`src/hw/rtl/svmg_pkg.sv`:
```
package svmg_pkg;

   localparam int SampleWidth = 24;
   localparam int VolumeWidth = 16;
   localparam int GainWidth   = 9;
   // Signed sample times a gain of at most 256 fits in 33 bits.
   localparam int ProductWidth = SampleWidth + GainWidth;
   localparam int CsrIndexWidth = 3;
   localparam int CsrDataWidth  = 16;

   localparam logic [CsrIndexWidth-1:0] REG_MASTER_MUTE  = 3'd0;
   localparam logic [CsrIndexWidth-1:0] REG_LEFT_MUTE    = 3'd1;
   localparam logic [CsrIndexWidth-1:0] REG_RIGHT_MUTE   = 3'd2;
   localparam logic [CsrIndexWidth-1:0] REG_LEFT_VOLUME  = 3'd3;
   localparam logic [CsrIndexWidth-1:0] REG_RIGHT_VOLUME = 3'd4;
   localparam logic [CsrIndexWidth-1:0] REG_SAMPLE_WIDTH = 3'd5;

   localparam logic [GainWidth-1:0] UNITY_GAIN = 9'd256;
   // Any volume at or below one unity step below zero floors the gain at zero,
   // which also covers the most negative value of the volume register.
   localparam logic signed [VolumeWidth-1:0] VOL_FLOOR = -16'sd256;

   localparam logic signed [SampleWidth:0] MAX24 = 25'sh07FFFFF;
   localparam logic signed [SampleWidth:0] MIN24 = -25'sh0800000;
   localparam logic signed [SampleWidth:0] MAX16 = 25'sd32767;
   localparam logic signed [SampleWidth:0] MIN16 = -25'sd32768;

   typedef logic signed [SampleWidth-1:0]  sample_type;
   typedef logic signed [VolumeWidth-1:0]  volume_type;
   typedef logic signed [ProductWidth-1:0] product_type;

   // Control that travels beside the lane products in the first stage.
   typedef struct packed {
      logic valid;
      logic last;
      logic wide;
   } stage_ctrl_type;

endpackage

```
`src/hw/rtl/svmg_if.sv`:
```
interface svmg_req_if import svmg_pkg::*; ();
   logic       valid;
   logic       ready;
   sample_type left_in;
   sample_type right_in;
   logic       in_last;

   modport source (output valid, left_in, right_in, in_last, input ready);
   modport sink (input valid, left_in, right_in, in_last, output ready);
endinterface

interface svmg_rsp_if import svmg_pkg::*; ();
   logic       valid;
   logic       ready;
   sample_type left_out;
   sample_type right_out;
   logic       out_last;

   modport source (output valid, left_out, right_out, out_last, input ready);
   modport sink (input valid, left_out, right_out, out_last, output ready);
endinterface

interface svmg_csr_if import svmg_pkg::*; ();
   logic                     valid;
   logic                     ready;
   logic [CsrIndexWidth-1:0] index;
   logic [CsrDataWidth-1:0]  data;

   modport source (output valid, index, data, input ready);
   modport sink (input valid, index, data, output ready);
endinterface

```
`src/hw/rtl/svmg_lane.sv`:
```
module svmg_lane import svmg_pkg::*; (
   input  logic        clock,
   input  logic        enable,
   input  sample_type  sample,
   input  logic        wide,
   input  volume_type  volume,
   input  logic        muted,
   output product_type product_ff
);

   logic [GainWidth-1:0] gain;
   sample_type           sample_ext;
   product_type          product_in;

   // A muted channel simply gets a gain of zero.
   always_comb begin
      if (muted || (volume <= VOL_FLOOR)) begin
         gain = '0;
      end else if (volume > 0) begin
         gain = UNITY_GAIN;
      end else begin
         gain = UNITY_GAIN + GainWidth'(volume);
      end
   end

   assign sample_ext = wide ? sample : {{(SampleWidth-16){sample[15]}}, sample[15:0]};
   // Both operands are widened to the product width first, so the signed product is
   // formed at full width.
   assign product_in = product_type'(sample_ext) * product_type'($signed({1'b0, gain}));

   always_ff @(posedge clock) begin
      if (enable) begin
         product_ff <= product_in;
      end
   end

endmodule

```
`src/hw/rtl/svmg_merge.sv`:
```
module svmg_merge import svmg_pkg::*; (
   input  logic           clock,
   input  logic           reset,
   input  logic           enable,
   input  stage_ctrl_type ctrl,
   input  product_type    left_product,
   input  product_type    right_product,
   svmg_rsp_if.source     rsp
);

   logic       valid_ff, valid_in;
   logic       last_ff;
   logic       wide_ff;
   sample_type left_ff, left_in;
   sample_type right_ff, right_in;

   // Divide by 256 rounding toward zero, then clip to the sample width.
   function automatic sample_type scale_sat(product_type p, logic wide);
      logic signed [SampleWidth:0] q;
      logic signed [SampleWidth:0] hi;
      logic signed [SampleWidth:0] lo;
      product_type                 biased;
      biased = p + (p[ProductWidth-1] ? product_type'(255) : product_type'(0));
      q  = (SampleWidth+1)'(biased >>> 8);
      hi = wide ? MAX24 : MAX16;
      lo = wide ? MIN24 : MIN16;
      if (q > hi) begin
         q = hi;
      end else if (q < lo) begin
         q = lo;
      end
      return q[SampleWidth-1:0];
   endfunction

   assign left_in  = scale_sat(left_product, ctrl.wide);
   assign right_in = scale_sat(right_product, ctrl.wide);
   assign valid_in = ctrl.valid;

   always_ff @(posedge clock) begin
      if (reset) begin
         valid_ff <= 1'b0;
      end else if (enable) begin
         valid_ff <= valid_in;
      end
   end

   always_ff @(posedge clock) begin
      if (enable) begin
         left_ff  <= left_in;
         right_ff <= right_in;
         last_ff  <= ctrl.last;
         wide_ff  <= ctrl.wide;
      end
   end

   assign rsp.valid     = valid_ff;
   assign rsp.left_out  = left_ff;
   assign rsp.right_out = right_ff;
   assign rsp.out_last  = last_ff;

   a_new_result_from_stage: assert property (@(posedge clock) disable iff (reset)
      $rose(valid_ff) |-> $past(ctrl.valid))
      else $error("result appeared without a frame in the first stage");

   a_stage_moves_forward: assert property (@(posedge clock) disable iff (reset)
      (enable && ctrl.valid) |=> valid_ff)
      else $error("frame in first stage was lost");

   a_narrow_in_range: assert property (@(posedge clock) disable iff (reset)
      (valid_ff && !wide_ff) |->
         ((left_ff[23:15] == 9'h000 || left_ff[23:15] == 9'h1FF) &&
          (right_ff[23:15] == 9'h000 || right_ff[23:15] == 9'h1FF)))
      else $error("16-bit result not saturated");

endmodule

```
`src/hw/rtl/stereo_volume_mute_gain_top.sv`:
```
// Channel  Direction  Handshake      Payload
// req      in         valid/ready    left_in[24], right_in[24], in_last
// rsp      out        valid/ready    left_out[24], right_out[24], out_last
// csr      in         valid/ready    index[3], data[16] (ready always high)
//
// One frame per cycle is accepted while the output is not stalled; each frame
// passes through the registered lane multipliers and then the output register.
// Reset is synchronous and active high; it clears the configuration registers
// to zero and empties the pipeline.
// When a result is held by a stalled sink, the whole two-stage pipeline
// freezes and req.ready drops until the result transaction completes.
module stereo_volume_mute_gain_top import svmg_pkg::*; (
   input  logic       clock,
   input  logic       reset,
   svmg_req_if.sink   req,
   svmg_rsp_if.source rsp,
   svmg_csr_if.sink   csr
);

   // Configuration registers.
   logic       master_mute_ff;
   logic       left_mute_ff;
   logic       right_mute_ff;
   volume_type left_volume_ff;
   volume_type right_volume_ff;
   logic       sample_width_ff;

   // The pipeline advances whenever the output register is empty or its
   // result transaction completes in this cycle.
   logic           advance;
   stage_ctrl_type ctrl_ff, ctrl_in;
   product_type    left_product;
   product_type    right_product;

   assign csr.ready = 1'b1;

   // Writes to indexes beyond the register list are ignored.
   always_ff @(posedge clock) begin
      if (reset) begin
         master_mute_ff  <= 1'b0;
         left_mute_ff    <= 1'b0;
         right_mute_ff   <= 1'b0;
         left_volume_ff  <= '0;
         right_volume_ff <= '0;
         sample_width_ff <= 1'b0;
      end else if (csr.valid) begin
         case (csr.index)
            REG_MASTER_MUTE:  master_mute_ff  <= csr.data[0];
            REG_LEFT_MUTE:    left_mute_ff    <= csr.data[0];
            REG_RIGHT_MUTE:   right_mute_ff   <= csr.data[0];
            REG_LEFT_VOLUME:  left_volume_ff  <= volume_type'(csr.data);
            REG_RIGHT_VOLUME: right_volume_ff <= volume_type'(csr.data);
            REG_SAMPLE_WIDTH: sample_width_ff <= csr.data[0];
            default: begin
            end
         endcase
      end
   end

   assign advance   = !rsp.valid || rsp.ready;
   assign req.ready = advance;

   assign ctrl_in.valid = req.valid;
   assign ctrl_in.last  = req.in_last;
   assign ctrl_in.wide  = sample_width_ff;

   always_ff @(posedge clock) begin
      if (reset) begin
         ctrl_ff <= '0;
      end else if (advance) begin
         ctrl_ff <= ctrl_in;
      end
   end

   // Both channels run through identical lanes; the merge stage finishes the
   // scaling and presents the combined frame.
   svmg_lane u_lane_left (
      .clock      (clock),
      .enable     (advance),
      .sample     (req.left_in),
      .wide       (sample_width_ff),
      .volume     (left_volume_ff),
      .muted      (master_mute_ff || left_mute_ff),
      .product_ff (left_product)
   );

   svmg_lane u_lane_right (
      .clock      (clock),
      .enable     (advance),
      .sample     (req.right_in),
      .wide       (sample_width_ff),
      .volume     (right_volume_ff),
      .muted      (master_mute_ff || right_mute_ff),
      .product_ff (right_product)
   );

   svmg_merge u_merge (
      .clock         (clock),
      .reset         (reset),
      .enable        (advance),
      .ctrl          (ctrl_ff),
      .left_product  (left_product),
      .right_product (right_product),
      .rsp           (rsp)
   );

endmodule
```
`src/flat_wrapper.sv`:
```
// flat-port wrapper written by rule: the top's interface ports become plain ports
module stereo_volume_mute_gain_top_flat import svmg_pkg::*;
  (clock, reset, req_valid, req_left_in, req_right_in, req_in_last, req_ready, rsp_valid, rsp_left_out, rsp_right_out, rsp_out_last, rsp_ready, csr_valid, csr_index, csr_data, csr_ready);
  svmg_req_if req_i ();
  svmg_rsp_if rsp_i ();
  svmg_csr_if csr_i ();
  input  logic clock;
  input  logic reset;
  input wire logic [$bits(req_i.valid)-1:0] req_valid;
  input wire logic [$bits(req_i.left_in)-1:0] req_left_in;
  input wire logic [$bits(req_i.right_in)-1:0] req_right_in;
  input wire logic [$bits(req_i.in_last)-1:0] req_in_last;
  output wire logic [$bits(req_i.ready)-1:0] req_ready;
  output wire logic [$bits(rsp_i.valid)-1:0] rsp_valid;
  output wire logic [$bits(rsp_i.left_out)-1:0] rsp_left_out;
  output wire logic [$bits(rsp_i.right_out)-1:0] rsp_right_out;
  output wire logic [$bits(rsp_i.out_last)-1:0] rsp_out_last;
  input wire logic [$bits(rsp_i.ready)-1:0] rsp_ready;
  input wire logic [$bits(csr_i.valid)-1:0] csr_valid;
  input wire logic [$bits(csr_i.index)-1:0] csr_index;
  input wire logic [$bits(csr_i.data)-1:0] csr_data;
  output wire logic [$bits(csr_i.ready)-1:0] csr_ready;
  assign req_i.valid = req_valid;
  assign req_i.left_in = req_left_in;
  assign req_i.right_in = req_right_in;
  assign req_i.in_last = req_in_last;
  assign req_ready = req_i.ready;
  assign rsp_valid = rsp_i.valid;
  assign rsp_left_out = rsp_i.left_out;
  assign rsp_right_out = rsp_i.right_out;
  assign rsp_out_last = rsp_i.out_last;
  assign rsp_i.ready = rsp_ready;
  assign csr_i.valid = csr_valid;
  assign csr_i.index = csr_index;
  assign csr_i.data = csr_data;
  assign csr_ready = csr_i.ready;
  stereo_volume_mute_gain_top u_core (.clock(clock), .reset(reset), .req(req_i), .rsp(rsp_i), .csr(csr_i));
endmodule
```
`config.mk`:
```
export PLATFORM = sky130hd
export DESIGN_NAME = stereo_volume_mute_gain_top_flat
export DESIGN_NICKNAME = d
export VERILOG_FILES = /design/src/hw/rtl/svmg_pkg.sv /design/src/hw/rtl/svmg_if.sv /design/src/hw/rtl/svmg_lane.sv /design/src/hw/rtl/svmg_merge.sv /design/src/hw/rtl/stereo_volume_mute_gain_top.sv /design/src/flat_wrapper.sv
export SDC_FILE = /design/constraint.sdc
export NUM_CORES = 1
export LEC_CHECK = 0
export BUFFER_PORTS_ARGS = -buffer_cell sky130_fd_sc_hd__buf_2
export CAP_MARGIN = 20
export CORE_UTILIZATION = 54
export DETAILED_ROUTE_END_ITERATION = 12
export PLACE_DENSITY = 0.87
export SLEW_MARGIN = 20
export SYNTH_ARGS = -nofsm -noshare
export SYNTH_HDL_FRONTEND = slang
export SYNTH_HIERARCHICAL = 1
export SYNTH_SLANG_ARGS = --single-unit
export TNS_END_PERCENT = 50
```
`constraint.sdc`:
```
create_clock -name clock -period 7.25 [get_ports clock]
set_clock_uncertainty 0.15 [all_clocks]
set_input_delay 1.45 -clock clock [delete_from_list [all_inputs] [get_ports clock]]
set_output_delay 1.45 -clock clock [all_outputs]
set_load 0.005 [all_outputs]
```
==> impl_metrics.toml <==
[finish]
num-nets-final = 3242
final_cells = 3186
multi_input_area_mm2 = 0.0167
fill_cells = 3370
seq_area_mm2 = 0.00425
drive_gt1_share_pct = 10.5
area_delta_synth_final_pct = 9.45
layout_commonest_cell = "inv_1"
layout_common_cells = "inv_1, nand2_1, fa_1, ha_1, and3_1"
utilization_pct = 59.9

[yosys]
yosys.area.top_type_share_pct = 30.5
synth.ff_latch_count = 155
synth-simple-area-share_pct = 17.8
yosys_warnings = 6
synthTopCellsByArea = "fa_1, edfxtp_1, ha_1"
synth_top_family_by_area = "adder cells"
seq_area_frac_synth_pct = 18.5
synth_fa_ha_area_share_pct = 40.7
syn_avg_cell_area_um2 = 9.15
synthFlopType = "edfxtp_1"
synth_xor_area_share_pct = 4.50
muxShareOfSynthArea_pct = 0.447
synth_area_mm2 = 0.0229
synth-compound-area-share_pct = 9.17
synthesis.nets = 3117
yosysTopAreaCell = "fa_1"
syn-instance-count = 2508
async_flop_share_pct = 0
yosysUniqueCellTypes = 89
synth-edff-count = 115

[placement]
io_buffer_count = 123
dp_hpwl_mm = 46.0
post-place-ws_ns = -0.0673
routabilityCongestion = 0.975
dp_cells = 3152

[critical_path]
worstSetupPathType = "reg -> reg"
required_ns = 7.36
critPathMaxStageDelay_ns = 0.59
start_kind = "flop"
cp_slowest_cell = "fa_1"
endpoint_kind = "flop"
crit_buf_inv = 5
worstPathCellList = "nor4_2 -> a41oi_1 -> nor2b_4 -> and2_1 -> buf_12 -> nand2_1 -> fa_1 -> inv_1 -> fa_1 -> fa_1 -> fa_1 -> inv_1 -> fa_1 -> inv_1 -> ha_1 -> nand2_1 -> o21ai_0 -> nor2_1 -> a221oi_1 -> o21ai_0 -> buf_4 -> and4_1 -> a211oi_1"
reg2reg_slack_ns = 0.32
crit_family = "adder cells"
arrival_ns = 7.04
cp_max_fo = 19
cp_common_cell = "fa_1"

[power]
p_sw_mw = 1.39
ir_worst_vdd_uv = 148
p_per_area_mw_per_mm2 = 147
p_sw_share_pct = 37.5
p_int_mw = 2.31
sequentialPowerShare_pct = 36.4
leakage_nw = 12.9
combPwrFrac_pct = 39.4
pwr-share-clk_pct = 24.2

[cts]
cts.htree.levels = 4
cts_tree = "yes"
cts_buffers = 17
numClockSinks = 155
clk_pin_slew_ns = 0.07
clock_tree.buffer_depth = 2
hold_buffers = 0
clkLatencyLatePin_ns = 0.43
cts-root-buf = "clkbuf_16"

[timing]
setup_viol = 0
finalCritPeriodShare_pct = 95.6
drv_slew = 0
rsz0062_at_grt = "false"
final_hold_viol_count = 0
period_minus_slack_ns = 6.93
slew_headroom_pct = 36.3
fin_tns_setup_ns = 0
timing.hold.ws_ns = 0.284
setup_slack_ns = 0.321
max_freq_mhz = 144
worstMarginPinSlew_ns = 0.951

[floorplanning]
pin_count = 125
core_mm2 = 0.0419
die_h_um = 208
die_x_um = 208
row_count = 75
die-area_mm2 = 0.0433
start_util_pct = 54.7

[global_route]
gr-total-overflow = 0
first_global_vias = 18862
grt_util_all_layers_pct = 26.6
busiest_layer = "met2"
grt_max_degree = 67
use_met2_pct = 42.3
use_met1_pct = 36.9
grt_first_pass_wirelength_mm = 92.7
antenna_found_initial = 3
use_met3_pct = 4.50

[route]
drc = 0
vias = 18479
dr.pass1.iters = 6
ant_nets = 0
drt_iter0_markers = 1576
viasPerCell = 5.80
detail_route.wl_per_cell_um = 17.8
routed_wl_mm = 56.7

[outcome]
status = "complete, no violations"

[run]
maxCapViolations = 0

[hold_path]
hold_class = "reg -> reg"
[kinds of logic (layout without fill, tap and decap cells)]
group,count (synthesis),after routing
DFF,155,155
AOI/OAI and AO/OA,334,334
adders and majority gates,537,537
muxes,10,10
buffers and inverters,514,652
other,1,2
xor gates and xnor gates,115,115
and+or+nand+nor,842,842
[cell usage after synthesis (3+ instances only)]
| cell type | number |
|---|---|
| nand2b_1 | 8 |
| buf_4 | 8 |
| dfxtp_1 | 40 |
| nor2b_1 | 9 |
| inv_1 | 413 |
| o32ai_1 | 4 |
| a21boi_0 | 3 |
| ha_1 | 186 |
| and4_1 | 11 |
| nand2_1 | 360 |
| clkbuf_2 | 5 |
| o21bai_1 | 14 |
| or2_2 | 5 |
| mux2i_1 | 8 |
| a211oi_1 | 8 |
| a31oi_1 | 5 |
| xor2_1 | 39 |
| buf_2 | 16 |
| buf_1 | 12 |
| fa_1 | 350 |
| edfxtp_1 | 115 |
| buf_6 | 3 |
| xnor2_1 | 74 |
| o22ai_1 | 6 |
| nor2_1 | 124 |
| a221oi_1 | 5 |
| nand4b_1 | 3 |
| a21oi_1 | 124 |
| o21ai_0 | 70 |
| nand3_1 | 40 |
| a211o_1 | 3 |
| o211ai_1 | 12 |
| nor3_1 | 36 |
| and4bb_2 | 3 |
| a21o_1 | 35 |
| and2_1 | 45 |
| o31ai_1 | 5 |
| o21a_1 | 9 |
| and3_1 | 147 |
| clkbuf_1 | 56 |
| nand4_1 | 19 |
| nor4_1 | 11 |
[power by group through the flow]
| stage | clock network [mW] | registers, mW | logic, mW |
|---|---|---|---|
| finish | 0.892 | 1.34 | 1.46 |
| global route | 0.944 | 1.37 | 1.62 |
| CTS | 0.907 | 1.35 | 1.44 |
| detailed placement | 0 | 1.37 | 1.43 |
| global placement | 0 | 1.36 | 1.36 |
| floorplan | 0 | 1.35 | 0.942 |
[final timing paths]
check,startpoint,endpoint,cells past startpoint
hold / removal,u_core/ctrl_ff[1],u_core/u_merge/rsp.out_last,0
setup reg to reg,u_core/left_volume_ff[6],u_core/u_lane_left/product_ff[29],23
hold reg to reg,u_core/ctrl_ff[1],u_core/u_merge/rsp.out_last,0
setup / recovery,u_core/left_volume_ff[6],u_core/u_lane_left/product_ff[29],23
[flip-flops by register name, indices dropped and copies added, names as in the netlist]
name                            count
u_core/ctrl_ff                      3
u_core/u_merge/rsp.valid            1
u_core/master_mute_ff               1
u_core/u_lane_right/product_ff     33
u_core/u_lane_left/product_ff      33
u_core/right_mute_ff                1
u_core/left_volume_ff              16
u_core/u_merge/rsp.out_last         1
u_core/u_merge/rsp.left_out        24
u_core/left_mute_ff                 1
u_core/u_merge/rsp.right_out       24
u_core/sample_width_ff              1
u_core/right_volume_ff             16
[metrics by stage]
step / power, mW / instance area, um^2
after floorplan: 2.29 / 22900
after CTS: 3.69 / 25100
after global placement: 2.72 / 24500
final: 3.69 / 25100
after detailed placement: 2.79 / 24500
after global routing: 3.93 / 25100
[timing repair]
item,CTS,global route
endpoints found under the setup margin,1,12
gates resized for setup,1,8
cloned,0,0
setup buffers,0,1
pin swaps,0,1
[routing by layer]
metal  share of wire, %  vias to the layer above
li1                   -                     8386
met1                 43                     9003
met2                 46                      939
met3                8.5                      147
met4                2.7                        4
met5              0.048                        -
[area by class of cell]
cell class                      count  area share, %
Antenna cell                        1        0.00996
Clock buffer                       19           1.76
Clock inverter                     13          0.618
Inverter                          414           6.21
Multi-Input combinational cell   1839           66.6
Sequential cell                   155           16.9
Tap cell                          539           2.69
Timing Repair Buffer              206           5.18
No activity file was read; power rests on OpenSTA's default activity.
